[config.mk]
export PLATFORM = sky130hd
export DESIGN_NAME = midi_tx_message_framer_flat
export DESIGN_NICKNAME = d
export VERILOG_FILES = /design/src/rtl/mtf_pkg.sv /design/src/rtl/mtf_byte_if.sv /design/src/rtl/mtf_msg_if.sv /design/src/rtl/mtf_in_stage.sv /design/src/rtl/mtf_parser.sv /design/src/rtl/mtf_out_stage.sv /design/src/rtl/midi_tx_message_framer.sv /design/src/flat_wrapper.sv
export SDC_FILE = /design/constraint.sdc
export NUM_CORES = 1
export LEC_CHECK = 0
export BUFFER_PORTS_ARGS = -buffer_cell sky130_fd_sc_hd__buf_2
export CAP_MARGIN = 10
export CORE_MARGIN = 1
export CORE_UTILIZATION = 60
export CTS_CLUSTER_DIAMETER = 50
export DETAILED_ROUTE_END_ITERATION = 6
export PLACE_DENSITY_LB_ADDON = 0.25
export SETUP_SLACK_MARGIN = 0.4
export SLEW_MARGIN = 5
export SYNTH_ARGS = -nofsm -noshare
export SYNTH_HDL_FRONTEND = slang
export SYNTH_SLANG_ARGS = --single-unit
[constraint.sdc]
create_clock -name clk -period 5 [get_ports clk]
set_clock_uncertainty 0.2 [all_clocks]
set_input_delay 0.5 -clock clk [delete_from_list [all_inputs] [get_ports clk]]
set_output_delay 0.5 -clock clk [all_outputs]
set_load 0.005 [all_outputs]
[src/rtl/mtf_pkg.sv]
package mtf_pkg;

	// Parser phase between bytes.
	typedef enum logic [1:0] {
		PH_IDLE  = 2'd0,
		PH_DATA1 = 2'd1,
		PH_DATA2 = 2'd2,
		PH_SYSEX = 2'd3
	} phase_t;

	// Status high nibbles that open channel messages.
	localparam logic [3:0] NIB_NOTE_OFF   = 4'h8;
	localparam logic [3:0] NIB_NOTE_ON    = 4'h9;
	localparam logic [3:0] NIB_POLY_PRESS = 4'hA;
	localparam logic [3:0] NIB_CTRL       = 4'hB;
	localparam logic [3:0] NIB_PROG       = 4'hC;
	localparam logic [3:0] NIB_CHAN_PRESS = 4'hD;
	localparam logic [3:0] NIB_PITCH      = 4'hE;

	localparam logic [7:0] SYSEX_START = 8'hF0;
	localparam logic [7:0] SYSEX_END   = 8'hF7;

	// Widest message length the result fields can carry.
	localparam int unsigned LEN_CEIL = 4096;

	typedef struct packed {
		logic [7:0]  data_byte;
		logic [11:0] position;
		logic        is_last;
		logic [12:0] msg_length;
		logic        is_sysex;
	} result_t;

endpackage

[src/rtl/mtf_byte_if.sv]
interface mtf_byte_if;
	logic       valid;
	logic       ready;
	logic [7:0] in_byte;

	modport source (output valid, output in_byte, input ready);
	modport sink (input valid, input in_byte, output ready);
endinterface

[src/rtl/mtf_msg_if.sv]
interface mtf_msg_if;
	logic        valid;
	logic        ready;
	logic [7:0]  data_byte;
	logic [11:0] position;
	logic        is_last;
	logic [12:0] msg_length;
	logic        is_sysex;

	modport source (output valid, output data_byte, output position, output is_last,
		output msg_length, output is_sysex, input ready);
	modport sink (input valid, input data_byte, input position, input is_last,
		input msg_length, input is_sysex, output ready);
endinterface

[src/rtl/mtf_in_stage.sv]
module mtf_in_stage (
	input  logic       clk,
	input  logic       arst_n,
	mtf_byte_if.sink   byte_in,
	input  logic       advance,
	output logic       valid_s1,
	output logic [7:0] byte_s1
);
	import mtf_pkg::*;

	// A new byte may enter when the register is empty or the held one leaves in the same cycle.
	assign byte_in.ready = !valid_s1 || advance;

	always_ff @(posedge clk or negedge arst_n) begin
		if (!arst_n) begin
			valid_s1 <= 1'b0;
		end else if (byte_in.ready) begin
			valid_s1 <= byte_in.valid;
		end
	end

	always_ff @(posedge clk) begin
		if (byte_in.valid && byte_in.ready) begin
			byte_s1 <= byte_in.in_byte;
		end
	end
endmodule

[src/rtl/mtf_parser.sv]
module mtf_parser #(
	parameter int unsigned MAX_SYSEX = 4096
) (
	input  logic            clk,
	input  logic            arst_n,
	input  logic            advance,
	input  logic [7:0]      byte_s1,
	output logic            emit,
	output mtf_pkg::result_t res
);
	import mtf_pkg::*;

	// Effective system-exclusive limit: at most the widest length, at least two.
	localparam int unsigned CAP_HI = (MAX_SYSEX > LEN_CEIL) ? LEN_CEIL : MAX_SYSEX;
	localparam int unsigned CAP    = (CAP_HI < 2) ? 2 : CAP_HI;
	localparam logic [12:0] CAP_W  = 13'(CAP);

	phase_t      phase_q, phase_d;
	logic        three_q, three_d;
	logic [12:0] count_q, count_d;
	logic [3:0]  hi;
	logic [11:0] sx_pos;
	logic [12:0] sx_len;

	assign hi     = byte_s1[7:4];
	assign sx_pos = (count_q > 13'(LEN_CEIL - 1)) ? 12'(LEN_CEIL - 1) : count_q[11:0];
	assign sx_len = {1'b0, sx_pos} + 13'd1;

	always_comb begin
		phase_d        = phase_q;
		three_d        = three_q;
		count_d        = count_q;
		emit           = 1'b0;
		res.data_byte  = byte_s1;
		res.position   = 12'd0;
		res.is_last    = 1'b0;
		res.msg_length = 13'd0;
		res.is_sysex   = 1'b0;
		case (phase_q)
			PH_IDLE: begin
				if (hi inside {NIB_NOTE_OFF, NIB_NOTE_ON, NIB_POLY_PRESS, NIB_CTRL,
						NIB_PITCH}) begin
					emit    = 1'b1;
					three_d = 1'b1;
					phase_d = PH_DATA1;
				end else if (hi inside {NIB_PROG, NIB_CHAN_PRESS}) begin
					emit    = 1'b1;
					three_d = 1'b0;
					phase_d = PH_DATA1;
				end else if (byte_s1 == SYSEX_START) begin
					emit         = 1'b1;
					res.is_sysex = 1'b1;
					count_d      = 13'd1;
					phase_d      = PH_SYSEX;
				end
			end
			PH_DATA1: begin
				emit         = 1'b1;
				res.position = 12'd1;
				if (three_q) begin
					phase_d = PH_DATA2;
				end else begin
					res.is_last    = 1'b1;
					res.msg_length = 13'd2;
					phase_d        = PH_IDLE;
				end
			end
			PH_DATA2: begin
				emit           = 1'b1;
				res.position   = 12'd2;
				res.is_last    = 1'b1;
				res.msg_length = 13'd3;
				phase_d        = PH_IDLE;
			end
			PH_SYSEX: begin
				// Stray status bytes inside system-exclusive are skipped.
				if (!byte_s1[7] || byte_s1 == SYSEX_END) begin
					emit         = 1'b1;
					res.is_sysex = 1'b1;
					res.position = sx_pos;
					if (byte_s1 == SYSEX_END || sx_len >= CAP_W) begin
						res.is_last    = 1'b1;
						res.msg_length = sx_len;
						count_d        = 13'd0;
						phase_d        = PH_IDLE;
					end else begin
						count_d = sx_len;
					end
				end
			end
			default: begin
				phase_d = PH_IDLE;
			end
		endcase
	end

	always_ff @(posedge clk or negedge arst_n) begin
		if (!arst_n) begin
			phase_q <= PH_IDLE;
			three_q <= 1'b0;
			count_q <= 13'd0;
		end else if (advance) begin
			phase_q <= phase_d;
			three_q <= three_d;
			count_q <= count_d;
		end
	end
endmodule

[src/rtl/mtf_out_stage.sv]
module mtf_out_stage (
	input  logic             clk,
	input  logic             arst_n,
	input  logic             valid_s1,
	input  logic             emit,
	input  mtf_pkg::result_t res,
	output logic             advance,
	mtf_msg_if.source        msg_out
);
	import mtf_pkg::*;

	logic    valid_q;
	logic    free;
	result_t res_q;

	// The slot is free when empty or when its result is taken this cycle.
	assign free    = !valid_q || msg_out.ready;
	assign advance = valid_s1 && free;

	always_ff @(posedge clk or negedge arst_n) begin
		if (!arst_n) begin
			valid_q <= 1'b0;
		end else if (free) begin
			valid_q <= advance && emit;
		end
	end

	always_ff @(posedge clk) begin
		if (advance && emit) begin
			res_q <= res;
		end
	end

	assign msg_out.valid      = valid_q;
	assign msg_out.data_byte  = res_q.data_byte;
	assign msg_out.position   = res_q.position;
	assign msg_out.is_last    = res_q.is_last;
	assign msg_out.msg_length = res_q.msg_length;
	assign msg_out.is_sysex   = res_q.is_sysex;
endmodule

[src/rtl/midi_tx_message_framer.sv]
// MIDI transmit message framer.
// The byte_in channel takes one byte of the transmit stream per request. The
// msg_out channel gives one request for every byte that belongs to a framed
// message, with its position in the message, a last flag, the total length on
// the last byte and a system-exclusive flag. Bytes that open nothing while
// idle, and status bytes inside system-exclusive, are consumed silently.
// A byte accepted on byte_in is held in the input register and parsed from
// there; its result is latched in the result register, which offers it on
// msg_out. Throughput: one byte per cycle while the receiver does not stall,
// set by the single parser pass between the input register and the result
// register.
// When the receiver stalls, the result register holds its request and the
// input register holds one more byte; byte_in.ready drops only when both are
// full. Parser state advances only when a byte leaves the input register.
// Reset clears both valid flags and puts the parser in idle, awaiting a status
// byte with no message open. System-exclusive messages end on 0xF7 or when
// they reach MAX_SYSEX bytes (clamped to at least 2 and never more than 4096).
module midi_tx_message_framer #(
	parameter int unsigned MAX_SYSEX = 4096
) (
	input  logic      clk,
	input  logic      arst_n,
	mtf_byte_if.sink  byte_in,
	mtf_msg_if.source msg_out
);
	import mtf_pkg::*;

	logic       valid_s1;
	logic [7:0] byte_s1;
	logic       advance;
	logic       emit;
	result_t    res;

	// Input register: one byte waiting for the parser.
	mtf_in_stage u_in (
		.clk      (clk),
		.arst_n   (arst_n),
		.byte_in  (byte_in),
		.advance  (advance),
		.valid_s1 (valid_s1),
		.byte_s1  (byte_s1)
	);

	// Parser: message state and the framing decision for the held byte.
	mtf_parser #(
		.MAX_SYSEX (MAX_SYSEX)
	) u_parser (
		.clk     (clk),
		.arst_n  (arst_n),
		.advance (advance),
		.byte_s1 (byte_s1),
		.emit    (emit),
		.res     (res)
	);

	// Result register: decides when the held byte may move on.
	mtf_out_stage u_out (
		.clk      (clk),
		.arst_n   (arst_n),
		.valid_s1 (valid_s1),
		.emit     (emit),
		.res      (res),
		.advance  (advance),
		.msg_out  (msg_out)
	);
endmodule

[src/flat_wrapper.sv]
// flat-port wrapper written by rule: the top's interface ports become plain ports
module midi_tx_message_framer_flat import mtf_pkg::*;
#(
	parameter int unsigned MAX_SYSEX = 4096
)
  (clk, arst_n, byte_in_valid, byte_in_in_byte, byte_in_ready, msg_out_valid, msg_out_data_byte, msg_out_position, msg_out_is_last, msg_out_msg_length, msg_out_is_sysex, msg_out_ready);
  mtf_byte_if byte_in_i ();
  mtf_msg_if msg_out_i ();
  input  logic clk;
  input  logic arst_n;
  input wire logic [$bits(byte_in_i.valid)-1:0] byte_in_valid;
  input wire logic [$bits(byte_in_i.in_byte)-1:0] byte_in_in_byte;
  output wire logic [$bits(byte_in_i.ready)-1:0] byte_in_ready;
  output wire logic [$bits(msg_out_i.valid)-1:0] msg_out_valid;
  output wire logic [$bits(msg_out_i.data_byte)-1:0] msg_out_data_byte;
  output wire logic [$bits(msg_out_i.position)-1:0] msg_out_position;
  output wire logic [$bits(msg_out_i.is_last)-1:0] msg_out_is_last;
  output wire logic [$bits(msg_out_i.msg_length)-1:0] msg_out_msg_length;
  output wire logic [$bits(msg_out_i.is_sysex)-1:0] msg_out_is_sysex;
  input wire logic [$bits(msg_out_i.ready)-1:0] msg_out_ready;
  assign byte_in_i.valid = byte_in_valid;
  assign byte_in_i.in_byte = byte_in_in_byte;
  assign byte_in_ready = byte_in_i.ready;
  assign msg_out_valid = msg_out_i.valid;
  assign msg_out_data_byte = msg_out_i.data_byte;
  assign msg_out_position = msg_out_i.position;
  assign msg_out_is_last = msg_out_i.is_last;
  assign msg_out_msg_length = msg_out_i.msg_length;
  assign msg_out_is_sysex = msg_out_i.is_sysex;
  assign msg_out_i.ready = msg_out_ready;
  midi_tx_message_framer #(.MAX_SYSEX(MAX_SYSEX)) u_core (.clk(clk), .arst_n(arst_n), .byte_in(byte_in_i), .msg_out(msg_out_i));
endmodule
==> impl_results.md <==
* IO Port Bufs at 48
* Met2 routed WL at 2490 um
* Routed Antenna Nets at 0
* Main synth FF type: edfxtp_1
* Startpoint types: register
* Syn Inst Count at 246
* Crit path DAT at 3350 ps
* Max Used Layer: met4
* Die Area at 5130 um^2
* Die height at a little over 70 um
* Routed wl met3 at a little over 400 um
* CP max FO at 28
* Reg clk slew, reported paths at 60 ps
* PwrDens at 483 nW/um^2
* CP required at 4960 ps
* Clock group share of total power at 0.217
* Hold EP: u_core.u_in.byte_s1[5]
* Worst R2R Path Depth at 6
* Slew @ Worst Pin at ~850 ps
* Post-Synth Adder-Cell Area at 0.0258
* Initial antenna violation count at 0
* Total number of yosys warnings at 0
* Slew margin rel. at 0.430
* Synth async-reset ratio at 0.295
* CTS H-tree depth at 3
* Total gr overflow at 0
* # diodes at 0
* Detailed placer's ending HPWL at 3960 um
* Final Cell Area at 3350 um^2
* Mapped cell area at about 2900 um^2
* RSZ-0062 raised after global routing: no
* Reg2reg setup slack at between 1500 and 2000 ps
* Main combinational cell family by area after synthesis: simple AND/OR/NAND/NOR gates
* Critical R2R Launch: u_core.u_parser.count_q[12]
* Via density per instance at approximately 6.0
* Wirelength per Cell at 16.1 um
* Cell taking the most area after synthesis: edfxtp_1
* CP endpoint kind: register
* Vias at 2150
* Post-Syn Area per Cell at around 12 um^2
* Sequential share of the synthesized area at 0.599
* Compound-Gate Fraction of Synth Area at 0.161
* Final setup vio count at 0
* Final hold vios at 0
* GP Congestion at 0.899
* Number of synthesized flops with an enable pin at 43
* Synth-to-Final Area Change at 15.4%
* Max VDD drop at 0.000260 V
* Final TNS setup at 0 ps
* Core Footprint at roughly 4500 um^2
* DRC viols at 0
* #FFs+latches synth at 61
* Syn_nets at 264
* CTS Buf Count at 9
* Cell total after placement at 340
* Synth area leaders: edfxtp_1, dfrtp_1, nor2_1, ha_1, nand2_1
* Net count, final at between 300 and 400
* First-pass GRT wire length at 9400 um
* Post-CTS setup buffers at 0
* Hold Path Class: in2reg
* Max-cap violations at 0
* Vias in the first global route at around 1900
* Met1 Wirelength at 2740 um
* Total clock sinks at 61
* XOR/XNOR share of the synthesized area at 0.00602
* Logic pwr share at 0.288
* Post-synthesis mux area share at 0.0142
* Root buf cell: clkbuf_8
* Critical R2R Capture: u_core.u_out.msg_out.msg_length[7]
* Cell Count, Final, Fillers Out at 357
* Worst-Skew Late Latency at about 340 ps
* Setup Slack @ Placement at 1660 ps
* Hold path depth at 1
* Initial DRC count at 276
* Worst hold start: byte_in_in_byte[5]
* Flop pwr share at 0.496
* Dpl cell area at approximately 3200 um^2
* Switching Fraction at 0.338
* CTS max path bufs at 2
* CTS tree: yes
* Leakage at roughly 1.4 nW
* Pin count of the biggest net entering global routing at 29
* Fmax at between 200 and 300 MHz
* I/O Pins at 49
* Slew Limit Fails at 0
* Layout cell share with drive strength beyond 1 at 0.246
* PostCTS Resize Cnt at 0
* NetSw at about 0.55 mW
* Pint at 1.07 mW
* Distinct cells, synth at 54
* Routed WL at about 5700 um
* Yosys top cell area share at 0.444
* Starting Density at 0.646
* Cell row count at 24
* Die Wd at between 70 and 80 um
* CP Class: reg2reg
* Outcome: completed
* Fin crit share at 0.678
* Post-synthesis simple-gate area fraction at 0.168
* Total GRT Usage at 0.250
* Final worst-path setup slack at 1610 ps
* Minimum clock period at between 3000 and 4000 ps
* First-pass detailed-route iteration total at 5
[cells in the final DEF, fill, tap and decap left out, drive strengths merged, types with 6 or more instances in the layout]
master  count
a21oi       9
ha          6
nor2b       6
nand2      16
dfrtp      18
buf        49
clkbuf      9
o31ai       6
nand3      10
clkinv      6
inv        11
edfxtp     43
nor2       33
o21ai      15
nand2b      7
[final cells by class]
class | instances | area [um^2]
fillers | 311 | 1150
multi-input cells | 167 | 1090
clock buffers | 9 | 124
clock inverters | 7 | 32.5
inverters | 11 | 41.3
well taps | 52 | 65.1
repair buffers | 50 | 258
flip-flops and latches | 61 | 1740
[cell families (layout without fill, tap and decap cells)]
kind of cell,Yosys count,in the layout
simple gates,95,95
flops,61,61
compound gates,60,60
buf+inv,18,77
fa+ha+maj,6,6
mux,4,4
xor+xnor,2,2
[per-layer routing]
layer / global-route usage / vias up
met5: 0 / -
li1: - / 1020
met3: 0.0661 / 10
met2: 0.338 / 98
met1: 0.366 / 1022
met4: 0.146 / 0
[metrics by stage]
stage               hold slack [ps]   util  total power [mW]
floorplan                      4.41      -              1.08
global placement                268  0.708              1.26
finish                          129  0.745              1.62
detailed placement              274  0.708              1.27
global route                    115  0.745              1.71
CTS                             120  0.745              1.62
[flip-flops by register name, summed over array words and instances, names as in the netlist, 2 cells and up]
signal                           count
u_core.u_out.msg_out.position       12
u_core.u_out.msg_out.data_byte       8
u_core.u_parser.phase_q              2
u_core.u_out.msg_out.msg_length     13
u_core.u_in.byte_s1                  8
u_core.u_parser.count_q             13
[power groups by stage]
stage	combinational, mW	clock (mW)	sequential [mW]
CTS	0.465	0.356	0.802
global route	0.518	0.376	0.818
detailed placement	0.464	0	0.809
floorplan	0.264	0	0.817
global placement	0.452	0	0.807
finish	0.467	0.351	0.803
[worst max-delay path, stage by stage, from the launching register on]
cell and delay (ps):
dfrtp_1 900, or2_2 290, ha_1 480, nand2_1 170
o41ai_4 430, o2111ai_2 420, a211oi_2 320
[synth_stat cells (5+ instances only)]
cell and count:
a21oi_1 9, a22o_1 5, dfrtp_1 18, edfxtp_1 43, ha_1 6, inv_1 11, nand2_1 16, nand2b_1 6
nand3_1 7, nor2_1 33, nor2b_1 6, o21ai_0 7, o21ai_1 8, o31ai_1 5
[what timing repair did]
item | in CTS | in global routing
endpoints found under the hold margin | 18 | 0
hold buffers | 1 | 0
endpoints found under the setup margin | 0 | 0
[worst max path at each step]
| stage | start | to | slack (ps) | cells after the start |
|---|---|---|---|---|
| floorplan | u_core.u_in.byte_s1[3] | u_core.u_out.msg_out.data_byte[0] | 2220 | 4 |
| global placement | u_core.u_parser.count_q[12] | u_core.u_out.msg_out.msg_length[8] | 1830 | 6 |
| detailed placement | u_core.u_parser.count_q[12] | u_core.u_out.msg_out.msg_length[7] | 1660 | 6 |
| CTS | u_core.u_parser.count_q[12] | u_core.u_out.msg_out.msg_length[7] | 1640 | 6 |
| global route | u_core.u_parser.count_q[12] | u_core.u_out.msg_out.msg_length[7] | 1430 | 6 |
| finish | u_core.u_parser.count_q[12] | u_core.u_out.msg_out.msg_length[7] | 1610 | 6 |
(Power assumes the default switching activity.)
